### config.mk
export PLATFORM = sky130hd
export DESIGN_NAME = max_heap_priority_queue
export DESIGN_NICKNAME = d
export VERILOG_FILES = /design/src/rtl/core/mhpq_pkg.sv /design/src/rtl/core/mhpq_engine.sv /design/src/rtl/core/max_heap_priority_queue.sv
export VERILOG_INCLUDE_DIRS = /design/src /design/src/rtl/core
export SDC_FILE = /design/constraint.sdc
export NUM_CORES = 2
export LEC_CHECK = 0
export ABC_CLOCK_PERIOD_IN_PS = 8000
export BUFFER_PORTS_ARGS = -buffer_cell sky130_fd_sc_hd__buf_2
export CAP_MARGIN = 5
export CORE_UTILIZATION = 25
export DETAILED_ROUTE_END_ITERATION = 16
export GPL_ROUTABILITY_DRIVEN = 0
export GPL_TIMING_DRIVEN = 0
export PLACE_DENSITY = 0.4
export SYNTH_ARGS = -nofsm -noshare
export SYNTH_HDL_FRONTEND = slang
export SYNTH_HIERARCHICAL = 1
export SYNTH_SLANG_ARGS = --single-unit
### constraint.sdc
create_clock -name clk -period 8 [get_ports clk]
set_clock_uncertainty 0.05 [all_clocks]
set_input_delay 1.2 -clock clk [delete_from_list [all_inputs] [get_ports clk]]
set_output_delay 1.2 -clock clk [all_outputs]
set_load 0.01 [all_outputs]
### src/rtl/core/max_heap_priority_queue_defines.svh
// Assertion macros shared by the heap queue RTL.
// Each macro expects signals named clk and rst in the scope where it is used.
`ifndef MAX_HEAP_PRIORITY_QUEUE_DEFINES_SVH
`define MAX_HEAP_PRIORITY_QUEUE_DEFINES_SVH

`ifndef ASSERT_OFF

// A condition that must hold at every clock edge outside reset.
`define MHPQ_ASSERT(label, cond) \
  label: assert property (@(posedge clk) disable iff (rst) (cond)) \
    else $error("mhpq assertion failed");

// The consequent must hold in the same cycle as the antecedent.
`define MHPQ_ASSERT_IMP(label, ante, cons) \
  label: assert property (@(posedge clk) disable iff (rst) (ante) |-> (cons)) \
    else $error("mhpq assertion failed");

// The consequent must hold in the cycle after the antecedent.
`define MHPQ_ASSERT_NEXT(label, ante, cons) \
  label: assert property (@(posedge clk) disable iff (rst) (ante) |=> (cons)) \
    else $error("mhpq assertion failed");

`else

`define MHPQ_ASSERT(label, cond)
`define MHPQ_ASSERT_IMP(label, ante, cons)
`define MHPQ_ASSERT_NEXT(label, ante, cons)

`endif

`endif

### src/rtl/core/mhpq_pkg.sv
package mhpq_pkg;

  localparam int CAPACITY = 32;
  localparam int IDX_W    = $clog2(CAPACITY);
  // Counts and child indexes need one bit more than a store address.
  localparam int KW       = IDX_W + 1;
  localparam int DATA_W   = 32;
  localparam int ENT_W    = 6;
  localparam int STAT_W   = 2;
  localparam int OUT_W    = DATA_W + ENT_W + STAT_W;

  typedef enum logic [1:0] {
    OP_INSERT  = 2'd0,
    OP_DELETE  = 2'd1,
    OP_SORT    = 2'd2,
    OP_REBUILD = 2'd3
  } op_t;

  typedef enum logic [STAT_W-1:0] {
    STAT_OK    = 2'd0,
    STAT_FULL  = 2'd1,
    STAT_EMPTY = 2'd2
  } status_t;

  typedef struct packed {
    op_t                      op;
    logic signed [DATA_W-1:0] value;
  } req_t;

  typedef struct packed {
    logic signed [DATA_W-1:0] element;
    logic [ENT_W-1:0]         entries;
    status_t                  status;
    logic                     last;
  } result_t;

endpackage

### src/rtl/core/mhpq_engine.sv
`include "max_heap_priority_queue_defines.svh"

module mhpq_engine import mhpq_pkg::*; (
  input  logic    clk,
  input  logic    rst,
  input  logic    start,
  input  req_t    req,
  output logic    idle,
  output logic    res_valid,
  output result_t res,
  input  logic    res_ready
);

  typedef enum logic [15:0] {
    S_IDLE      = 16'h0001,
    S_INS_CHK   = 16'h0002,
    S_INS_CMP   = 16'h0004,
    S_DEL_LD    = 16'h0008,
    S_HEAP_NEXT = 16'h0010,
    S_HEAP_LD   = 16'h0020,
    S_SD_RDL    = 16'h0040,
    S_SD_RDR    = 16'h0080,
    S_SD_CMP    = 16'h0100,
    S_SRT_NEXT  = 16'h0200,
    S_SRT_RDN   = 16'h0400,
    S_SRT_SWP   = 16'h0800,
    S_EMIT_RD   = 16'h1000,
    S_EMIT_OUT  = 16'h2000,
    S_MAX_RD    = 16'h4000,
    S_MAX_OUT   = 16'h8000
  } state_t;

  // Where a sift-down goes once the moving element has settled.
  typedef enum logic [1:0] {
    RET_MAX  = 2'd0,
    RET_HEAP = 2'd1,
    RET_SORT = 2'd2
  } ret_t;

  state_t state, state_next;
  ret_t   ret, ret_next;
  op_t    op, op_next;
  status_t stat, stat_next;

  logic [KW-1:0]    cnt, cnt_next;
  logic [KW-1:0]    nlim, nlim_next;
  logic [KW-1:0]    hidx, hidx_next;
  logic [IDX_W-1:0] pos, pos_next;
  logic signed [DATA_W-1:0] cur, cur_next;
  logic signed [DATA_W-1:0] lval, lval_next;

  logic signed [DATA_W-1:0] mem [CAPACITY];
  logic signed [DATA_W-1:0] rdata;
  logic                     rd_en, wr_en;
  logic [IDX_W-1:0]         rd_addr, wr_addr;
  logic signed [DATA_W-1:0] wr_data;

  logic [KW-1:0]    lchild, rchild, cnt_m1, nlim_m1, hidx_m1, hidx_p1;
  logic [IDX_W-1:0] pos_m1, parent;
  logic             r_ok, take_l, take_r;
  logic signed [DATA_W-1:0] big_lc;
  state_t           ret_state;

  assign lchild  = {pos, 1'b1};
  assign rchild  = lchild + 1'b1;
  assign r_ok    = rchild < nlim;
  assign cnt_m1  = cnt - 1'b1;
  assign nlim_m1 = nlim - 1'b1;
  assign hidx_m1 = hidx - 1'b1;
  assign hidx_p1 = hidx + 1'b1;
  assign pos_m1  = pos - 1'b1;
  assign parent  = pos_m1 >> 1;

  assign take_l  = cur < lval;
  assign big_lc  = take_l ? lval : cur;
  assign take_r  = r_ok && (big_lc < rdata);

  always_comb begin
    unique case (ret)
      RET_HEAP: ret_state = S_HEAP_NEXT;
      RET_SORT: ret_state = S_SRT_NEXT;
      RET_MAX:  ret_state = S_MAX_RD;
      default:  ret_state = S_MAX_RD;
    endcase
  end

  always_comb begin
    state_next = state;
    ret_next   = ret;
    op_next    = op;
    stat_next  = stat;
    cnt_next   = cnt;
    nlim_next  = nlim;
    hidx_next  = hidx;
    pos_next   = pos;
    cur_next   = cur;
    lval_next  = lval;
    rd_en      = 1'b0;
    rd_addr    = '0;
    wr_en      = 1'b0;
    wr_addr    = pos;
    wr_data    = cur;
    res_valid  = 1'b0;
    res        = '0;

    unique case (state)
      S_IDLE: begin
        if (start) begin
          op_next   = req.op;
          stat_next = STAT_OK;
          unique case (req.op)
            OP_INSERT: begin
              if (cnt == KW'(CAPACITY)) begin
                stat_next  = STAT_FULL;
                state_next = S_MAX_RD;
              end else begin
                pos_next   = cnt[IDX_W-1:0];
                cur_next   = req.value;
                cnt_next   = cnt + 1'b1;
                state_next = S_INS_CHK;
              end
            end
            OP_DELETE: begin
              if (cnt == '0) begin
                stat_next  = STAT_EMPTY;
                state_next = S_MAX_RD;
              end else begin
                rd_en      = 1'b1;
                rd_addr    = cnt_m1[IDX_W-1:0];
                cnt_next   = cnt_m1;
                state_next = S_DEL_LD;
              end
            end
            OP_SORT, OP_REBUILD: begin
              if (cnt == '0) begin
                if (req.op == OP_SORT) begin
                  stat_next = STAT_EMPTY;
                end
                state_next = S_MAX_RD;
              end else begin
                hidx_next  = cnt >> 1;
                nlim_next  = cnt;
                state_next = S_HEAP_NEXT;
              end
            end
          endcase
        end
      end
      S_INS_CHK: begin
        if (pos == '0) begin
          wr_en      = 1'b1;
          state_next = S_MAX_RD;
        end else begin
          rd_en      = 1'b1;
          rd_addr    = parent;
          state_next = S_INS_CMP;
        end
      end
      S_INS_CMP: begin
        wr_en = 1'b1;
        if (rdata < cur) begin
          // Parent moves down into the hole; keep climbing.
          wr_data    = rdata;
          pos_next   = parent;
          state_next = S_INS_CHK;
        end else begin
          state_next = S_MAX_RD;
        end
      end
      S_DEL_LD: begin
        cur_next   = rdata;
        pos_next   = '0;
        nlim_next  = cnt;
        ret_next   = RET_MAX;
        state_next = S_SD_RDL;
      end
      S_HEAP_NEXT: begin
        if (hidx == '0) begin
          if (op == OP_SORT) begin
            state_next = S_SRT_NEXT;
          end else begin
            state_next = S_MAX_RD;
          end
        end else begin
          rd_en      = 1'b1;
          rd_addr    = hidx_m1[IDX_W-1:0];
          pos_next   = hidx_m1[IDX_W-1:0];
          hidx_next  = hidx_m1;
          state_next = S_HEAP_LD;
        end
      end
      S_HEAP_LD: begin
        cur_next   = rdata;
        ret_next   = RET_HEAP;
        state_next = S_SD_RDL;
      end
      S_SD_RDL: begin
        if (lchild < nlim) begin
          rd_en      = 1'b1;
          rd_addr    = lchild[IDX_W-1:0];
          state_next = S_SD_RDR;
        end else begin
          wr_en      = 1'b1;
          state_next = ret_state;
        end
      end
      S_SD_RDR: begin
        lval_next = rdata;
        if (r_ok) begin
          rd_en   = 1'b1;
          rd_addr = rchild[IDX_W-1:0];
        end
        state_next = S_SD_CMP;
      end
      S_SD_CMP: begin
        wr_en = 1'b1;
        if (take_r) begin
          wr_data    = rdata;
          pos_next   = rchild[IDX_W-1:0];
          state_next = S_SD_RDL;
        end else if (take_l) begin
          wr_data    = lval;
          pos_next   = lchild[IDX_W-1:0];
          state_next = S_SD_RDL;
        end else begin
          state_next = ret_state;
        end
      end
      S_SRT_NEXT: begin
        if (nlim <= KW'(1)) begin
          hidx_next  = '0;
          state_next = S_EMIT_RD;
        end else begin
          rd_en      = 1'b1;
          rd_addr    = '0;
          state_next = S_SRT_RDN;
        end
      end
      S_SRT_RDN: begin
        lval_next  = rdata;
        rd_en      = 1'b1;
        rd_addr    = nlim_m1[IDX_W-1:0];
        state_next = S_SRT_SWP;
      end
      S_SRT_SWP: begin
        // Root goes to the tail; the old tail sifts down from the root.
        wr_en      = 1'b1;
        wr_addr    = nlim_m1[IDX_W-1:0];
        wr_data    = lval;
        cur_next   = rdata;
        nlim_next  = nlim_m1;
        pos_next   = '0;
        ret_next   = RET_SORT;
        state_next = S_SD_RDL;
      end
      S_EMIT_RD: begin
        rd_en      = 1'b1;
        rd_addr    = hidx[IDX_W-1:0];
        state_next = S_EMIT_OUT;
      end
      S_EMIT_OUT: begin
        res_valid   = 1'b1;
        res.element = rdata;
        res.entries = ENT_W'(cnt);
        res.status  = stat;
        res.last    = (hidx_p1 == cnt);
        if (res_ready) begin
          if (hidx_p1 == cnt) begin
            state_next = S_IDLE;
          end else begin
            hidx_next  = hidx_p1;
            state_next = S_EMIT_RD;
          end
        end
      end
      S_MAX_RD: begin
        rd_en      = 1'b1;
        rd_addr    = '0;
        state_next = S_MAX_OUT;
      end
      S_MAX_OUT: begin
        res_valid   = 1'b1;
        res.element = (cnt != '0) ? rdata : '0;
        res.entries = ENT_W'(cnt);
        res.status  = stat;
        res.last    = 1'b1;
        if (res_ready) begin
          state_next = S_IDLE;
        end
      end
      default: begin
        state_next = S_IDLE;
      end
    endcase
  end

  assign idle = (state == S_IDLE);

  always_ff @(posedge clk) begin
    if (wr_en) begin
      mem[wr_addr] <= wr_data;
    end
    if (rd_en) begin
      rdata <= mem[rd_addr];
    end
  end

  always_ff @(posedge clk) begin
    if (rst) begin
      state <= S_IDLE;
      cnt   <= '0;
    end else begin
      state <= state_next;
      cnt   <= cnt_next;
    end
  end

  always_ff @(posedge clk) begin
    ret  <= ret_next;
    op   <= op_next;
    stat <= stat_next;
    nlim <= nlim_next;
    hidx <= hidx_next;
    pos  <= pos_next;
    cur  <= cur_next;
    lval <= lval_next;
  end

  `MHPQ_ASSERT(a_cnt_bound, cnt <= KW'(CAPACITY))
  `MHPQ_ASSERT(a_port_excl, !(rd_en && wr_en))
  `MHPQ_ASSERT_IMP(a_emit_range, state == S_EMIT_OUT, hidx < cnt)
  `MHPQ_ASSERT_NEXT(a_last_idle, res_valid && res_ready && res.last, state == S_IDLE)

endmodule

### src/rtl/core/max_heap_priority_queue.sv
// Insert sifts up one level at a time, delete sifts down one level at a time,
// and rebuild sifts down each node from the last parent back to the root.
// Sort runs the rebuild, then moves the root into the tail over and over,
// then emits the store word by word; one operation is in flight at a time.
// The single-port store allows one read or one write per cycle.
// Synchronous reset empties the queue; store contents are not cleared.
module max_heap_priority_queue import mhpq_pkg::*; (
  input  logic              clk,
  input  logic              rst,
  input  logic              s_tvalid,
  output logic              s_tready,
  input  logic [1:0]        s_tuser,   // operation
  input  logic [DATA_W-1:0] s_tdata,   // value
  output logic              m_tvalid,
  input  logic              m_tready,
  output logic [OUT_W-1:0]  m_tdata,   // element, entries, status (from bit 0 up)
  output logic              m_tlast    // last
);

  // The engine holds the heap in a synchronous memory and walks it with a
  // small sequencer: sift-up for insert, sift-down for delete, bottom-up
  // heapify for rebuild, and heapify plus repeated root extraction for sort.
  // Sort leaves the store in ascending order and then reads it out word by
  // word. All other operations end with a read of the root to report the
  // current maximum together with the element count.

  req_t    req;
  result_t res, out_res;
  logic    start, eng_idle, res_valid, res_ready;

  assign req.op    = op_t'(s_tuser);
  assign req.value = s_tdata;

  // A new operation is taken whenever the sequencer is idle, even if the
  // previous result word still waits in the output register.
  assign s_tready = eng_idle;
  assign start    = s_tvalid && s_tready;

  mhpq_engine u_engine (
    .clk       (clk),
    .rst       (rst),
    .start     (start),
    .req       (req),
    .idle      (eng_idle),
    .res_valid (res_valid),
    .res       (res),
    .res_ready (res_ready)
  );

  // Output register: it refills in the same cycle the current word leaves.
  assign res_ready = !m_tvalid || m_tready;

  always_ff @(posedge clk) begin
    if (rst) begin
      m_tvalid <= 1'b0;
    end else if (res_valid && res_ready) begin
      m_tvalid <= 1'b1;
    end else if (m_tready) begin
      m_tvalid <= 1'b0;
    end
  end

  always_ff @(posedge clk) begin
    if (res_valid && res_ready) begin
      out_res <= res;
    end
  end

  assign m_tdata = {out_res.status, out_res.entries, out_res.element};
  assign m_tlast = out_res.last;

endmodule
# Yosys cells after proc, flatten, opt, wreduce, memory -nomap -nowiden
# Memory sizes are Yosys's and may differ from the RTL's. A register that Yosys moved wholly into a read port is not among the register bits.
# Cells that the tools add are included.
# word_totals
reg_bits,151
latch_bits,0
ramBits,1024
mem_bits_ro,0
input_bits,38
output_inout_bits,43
word_cells,181
n_memories,1
# mem_list
memory,words,word_bits,rd,rd_clocked_by_memory_dff,wr,line_no,source
u_engine.mem,32,32,1,1,1,mhpq_engine.sv:52,logic signed [DATA_W-1:0] mem [CAPACITY];
# op_classes
n_addsub,7
mul,0
div_mod_pow,0
magnitude_cmp,6
n_eq_ne,38
shifts,0
n_mux,83
bitwise_logic,0
n_reduce_logical,31
# op_table
op,n
$mux W32,7
$pmux W16 S14,1
$mux W15,7
$lt A32 B32 Y1,3
$mux W16,6
$pmux W32 S3,1
$pmux W41 S2,1
$mux W6,12
$mux W5,14
$pmux W32 S2,1
$pmux W16 S3,1
$pmux W5 S7,1
$pmux W15 S2,1
$mux W13,2
$pmux W5 S5,1
$pmux W6 S4,1
$add A6 B1 Y6 const B,3
$pmux W6 S3,1
$sub A6 B1 Y6 const B,3
$eq A16 B1 Y1 const B,1
$eq A16 B10 Y1 const B,1
$eq A16 B11 Y1 const B,1
$eq A16 B12 Y1 const B,1
$eq A16 B13 Y1 const B,1
47 further kinds,93

# Depth between registers and ports, before layout
# depth
ltp_word,6
mapped_depth,25

# By module
# The synthesis kept the hierarchy.
# modules_own_cells
mod,n_inst,cells_each,area_each_um2,seq_area_each_um2
mhpq_engine,1,3370,50509.7,34763.3
max_heap_priority_queue,1,47,1292.5,1251.2

# Worst setup path after synthesis
# OpenSTA, ideal clock, no wires.
# synth_timing
path_kind,register -> register
from,reg u_engine.cur[17]
to,mem u_engine.mem[0][31] (data pin)
setup_time_ns,0.454
t_arrival_ns,6.116
t_required_ns,7.496
path_slack_ns,1.380
stages_incl_launch_ff,22
path_buffers,3
cell_sequence,edfxtp_1 ha_1 a21oi_1 o21ai_0 a221oi_1 o22a_1 o211a_1 clkbuf_1 clkbuf_1 clkbuf_1 o21ai_0 ha_1 nand4_1 nor4_1 o311a_1 a311o_1 nor2_1 a22oi_1 a21oi_1 nor3_4 mux2i_1 o21ai_0
# synth_between
elab_chain_cells,6
# synth_lines
item,line_no,source
"start, declared",mhpq_engine.sv:49,"logic signed [DATA_W-1:0] cur, cur_next;"
"start signal, assigned",mhpq_engine.sv:325,cur <= cur_next;
$lt A32 B32 Y1,mhpq_engine.sv:74,assign take_l = cur < lval;
$mux W32,"mhpq_engine.sv:75, mhpq_engine.sv:221",
$lt A32 B32 Y1,mhpq_engine.sv:76,assign take_r = r_ok && (big_lc < rdata);
$logic_and A1 B1 Y1,mhpq_engine.sv:76,
$mux W32,mhpq_engine.sv:217,if (take_r) begin
$pmux W32 S3 (*),mhpq_engine.sv:106,unique case (state)
via u_engine.wr_data[31],mhpq_engine.sv:56,logic signed [DATA_W-1:0] wr_data;
"end, declared",mhpq_engine.sv:52,
# The timed path passes the listed nets; every way through them passes the cells marked *.

# Worst setup path in the final report
# layout_timing
from,reg u_engine.cur[2]
to,mem u_engine.mem[24][22] (data pin)
# Same word-level chain as after synthesis.

==> metrics <==
total power per unit cell area=roughly 250 mW/mm²; first-iteration detailed-routing DRC count=approximately 2.9k; clock tree from TritonCTS=done; number of global-route vias before repair=31.5k; cell count after synthesis=between 3k and 4k; die height=around 460 µm; Avg Synthesized Cell Area=15.2 µm²; detailed-router iteration count before antenna repair=6; IO Count=81; site row count=166; Die ar.=~0.21 mm²; total wire length after detailed routing=between 150 and 200 mm; clock-pin transition on the worst setup and hold timing paths=60 ps; buffers from clock root to sink, at most=3; final routed DRC violation total=0; Worst R2R Path Depth=23; Worst Setup Slack post-DPL=-1870 ps; post-layout worst setup margin=between 300 and 400 ps; Synthesized Nets=3570; insertion delay to the later sink of the worst-skew pair=~800 ps; leading cell types in the layout, fill and taps excluded=1184 x edfxtp_1, 391 x nand2_1, 141 x clkbuf_16, 139 x buf_2, 128 x mux4_2; category of the worst setup path capture point=flop; count of fill cells added during filler insertion=20.4k; global-route wire length before repair=approximately 240 mm; vias per cell=between 4 and 5; Max Clock Freq=0.130 GHz; endpoints failing hold=0; max capacitance violation total=0; largest incremental delay on the critical path=between 400 and 500 ps; hold-fix buffers at CTS=0; warning count from the yosys run=6; Buffers on Ports=80; netlist area before placement=just over 0.05 mm²; Leak=approximately 21 nW; GR Util All Layers=0.162; largest net degree at the start of global routing=42; type of the setup path with the least slack=reg -> reg; post-detailed-placement cell area=around 0.057 mm²; number of routed nets with antenna violations=0; fraction of layout instances using a drive strength above 1=0.180; total number of vias=about 31k; required time reported for the critical path endpoint=8460 ps; area used by sequential logic in the layout=0.0360 mm²; Unique masters post-synth=86; type of the worst min-delay path=reg -> reg; run status=complete, no violations; average wire per cell in the routed design=approximately 26 µm; HPWL after DPL=between 100 and 150 mm; total negative slack=0 ps; instance count along the most critical hold path=1; sequence of cells on the critical path=ha_1 > a211oi_1 > o21ai_0 > a41oi_2 > o41a_1 > o211a_1 > clkbuf_2 > clkbuf_2 > o21ai_0 > ha_1 > a21oi_1 > a21oi_1 > o311a_1 > a311o_1 > nor2_1 > nand4b_1 > and3_1 > nor3_2 > clkbuf_2 > o211ai_1 > buf_4 > buf_4 > buf_4; Starting Density=0.252; unrepaired setup endpoints after global routing=no; Clock Root Buffer=clkbuf_16; maximum level of the CTS H-tree=4; Design Power=~15 mW; measured slew at the worst slew-check pin=between 1000 and 1500 ps; multi-input logic area=around 0.015 mm²; Synth async-reset ratio=0; standard cell with the maximum stage delay on the critical path=o211a_1; number of pins with negative max-slew slack in the final report=0; final worst-path cycle share=0.962; TritonCTS Sinks=~1.2k; Non-Filler Cell Area, Final=0.0615 mm²; leading cell type in the layout, fill and taps excluded=edfxtp_1; Post-synth EDFFs=between 1k and 1.5k; IR Drop Worst-Case VDD=roughly 0.15 mV; worst path arrival time=about 8000 ps; flops & latches, synth=1207; Layout Nets=~3.9k; slew margin rel.=0.0510; time the final worst path needs with I/O delays and setup=slightly below 8000 ps; number of antenna violations at the first check in global routing=8; Die Width=around 460 µm; register area share after synthesis=0.695; area of the core=roughly 0.2 mm²; worst-path maximum fanout=12; placed cell count=roughly 6.2k; count of final setup violators=0; diode count=0; crit path launch type=flop; most frequently used flop master after synthesis=edfxtp_1; final standard cell count with taps included and fillers excluded=about 6.5k; total clock buffers created by CTS=140; global-route congestion overflow total=0; area added between synthesis and finish=18.8%
-- sequential cells by signal, indices dropped and copies added, names as in the netlist, 5 cells and up --
register and cells:
m_tdata 40, u_engine/cnt 6, u_engine/cur 32, u_engine/hidx 6, u_engine/lval 32, u_engine/mem 1024
u_engine/nlim 6, u_engine/pos 5, u_engine/rdata 32, u_engine/state 16
-- critical path, delay by kind of cell, from the launching register on --
family | cells | cell delay (ps)
compound gates | 11 | 3100
fa+ha+maj | 2 | 660
buf+inv | 6 | 1850
flops | 1 | 420
simple gates | 4 | 1310
-- where the power goes --
part,total [mW],switching [mW],leakage [nW],internal [mW]
clock,6.09,2.64,2.07,3.45
sequential,7.18,0.0770,10.9,7.11
combinational,1.96,1.35,8.04,0.606
-- routing by layer --
metal,part of all wire,routed length (µm),GRT usage,vias up
li1,-,-,-,14000
met1,0.46,79000,0.226,16400
met2,0.47,80300,0.262,848
met3,0.053,9050,0.0277,170
met4,0.016,2800,0.0350,0
met5,0,0,0,-
-- area by class of cell --
cell class | instances | share of cell area
multi-input cells | 1898 | 0.242
well taps | 2688 | 0.0547
plain buffers | 189 | 0.0151
repair buffers | 148 | 0.0251
flip-flops and latches | 1207 | 0.585
clock buffers | 175 | 0.0594
clock inverters | 63 | 0.0104
inverters | 123 | 0.00750
-- synth_stat cells, types with 38 or more instances --
| library cell | count | share of area |
|---|---|---|
| clkbuf_1 | 98 | 0.0071 |
| nor2_1 | 158 | 0.011 |
| a22oi_1 | 43 | 0.0062 |
| o21ai_0 | 71 | 0.0069 |
| o211ai_1 | 46 | 0.0067 |
| nand2_1 | 393 | 0.028 |
| edfxtp_1 | 1184 | 0.69 |
| a21oi_1 | 92 | 0.0089 |
| nand3_1 | 118 | 0.011 |
| mux2i_1 | 79 | 0.015 |
| a211oi_1 | 45 | 0.0065 |
| and3_1 | 59 | 0.0071 |
| a22o_1 | 38 | 0.0064 |
| inv_1 | 122 | 0.0088 |
| buf_2 | 61 | 0.0059 |
| ha_1 | 115 | 0.028 |
| nor3_1 | 63 | 0.0061 |
| mux4_2 | 128 | 0.056 |
| a21o_1 | 42 | 0.0061 |
| mux2_2 | 47 | 0.010 |
-- path summary, 6_finish.rpt --
kind / start / to / slack (ps)
setup / recovery: u_engine/cur[2] / u_engine/mem[24][22] / 300
hold / removal: u_engine/stat[0] / m_tdata[38] / 470
setup reg to reg: u_engine/cur[2] / u_engine/mem[24][22] / 300
hold reg to reg: u_engine/stat[0] / m_tdata[38] / 470
-- logic make-up (layout without fill, tap and decap cells) --
kind of cell / after synthesis / in the layout / synth area share
DFF: 1207 / 1207 / 0.695
and+or+nand+nor: 916 / 916 / 0.0833
AOI/OAI and AO/OA: 575 / 576 / 0.0798
buffers and inverters: 313 / 698 / 0.0265
muxes: 254 / 254 / 0.0811
adders and majority gates: 115 / 115 / 0.0278
xor gates and xnor gates: 37 / 37 / 0.00626
-- per-stage QoR --
stage               hold WS (ps)  utilization
floorplan                    422            -
global placement             451        0.271
detailed placement           456        0.278
CTS                          469        0.299
global route                 490        0.300
finish                       466        0.300
-- timing repair --
item	4_1_cts	5_1_grt
buffers inserted	0	3
pin swaps	1	2
gates cloned	1	0
setup endpoints to repair	1037	657
gates resized for setup	57	7
Note: power is estimated with default switching activity, not from simulation.
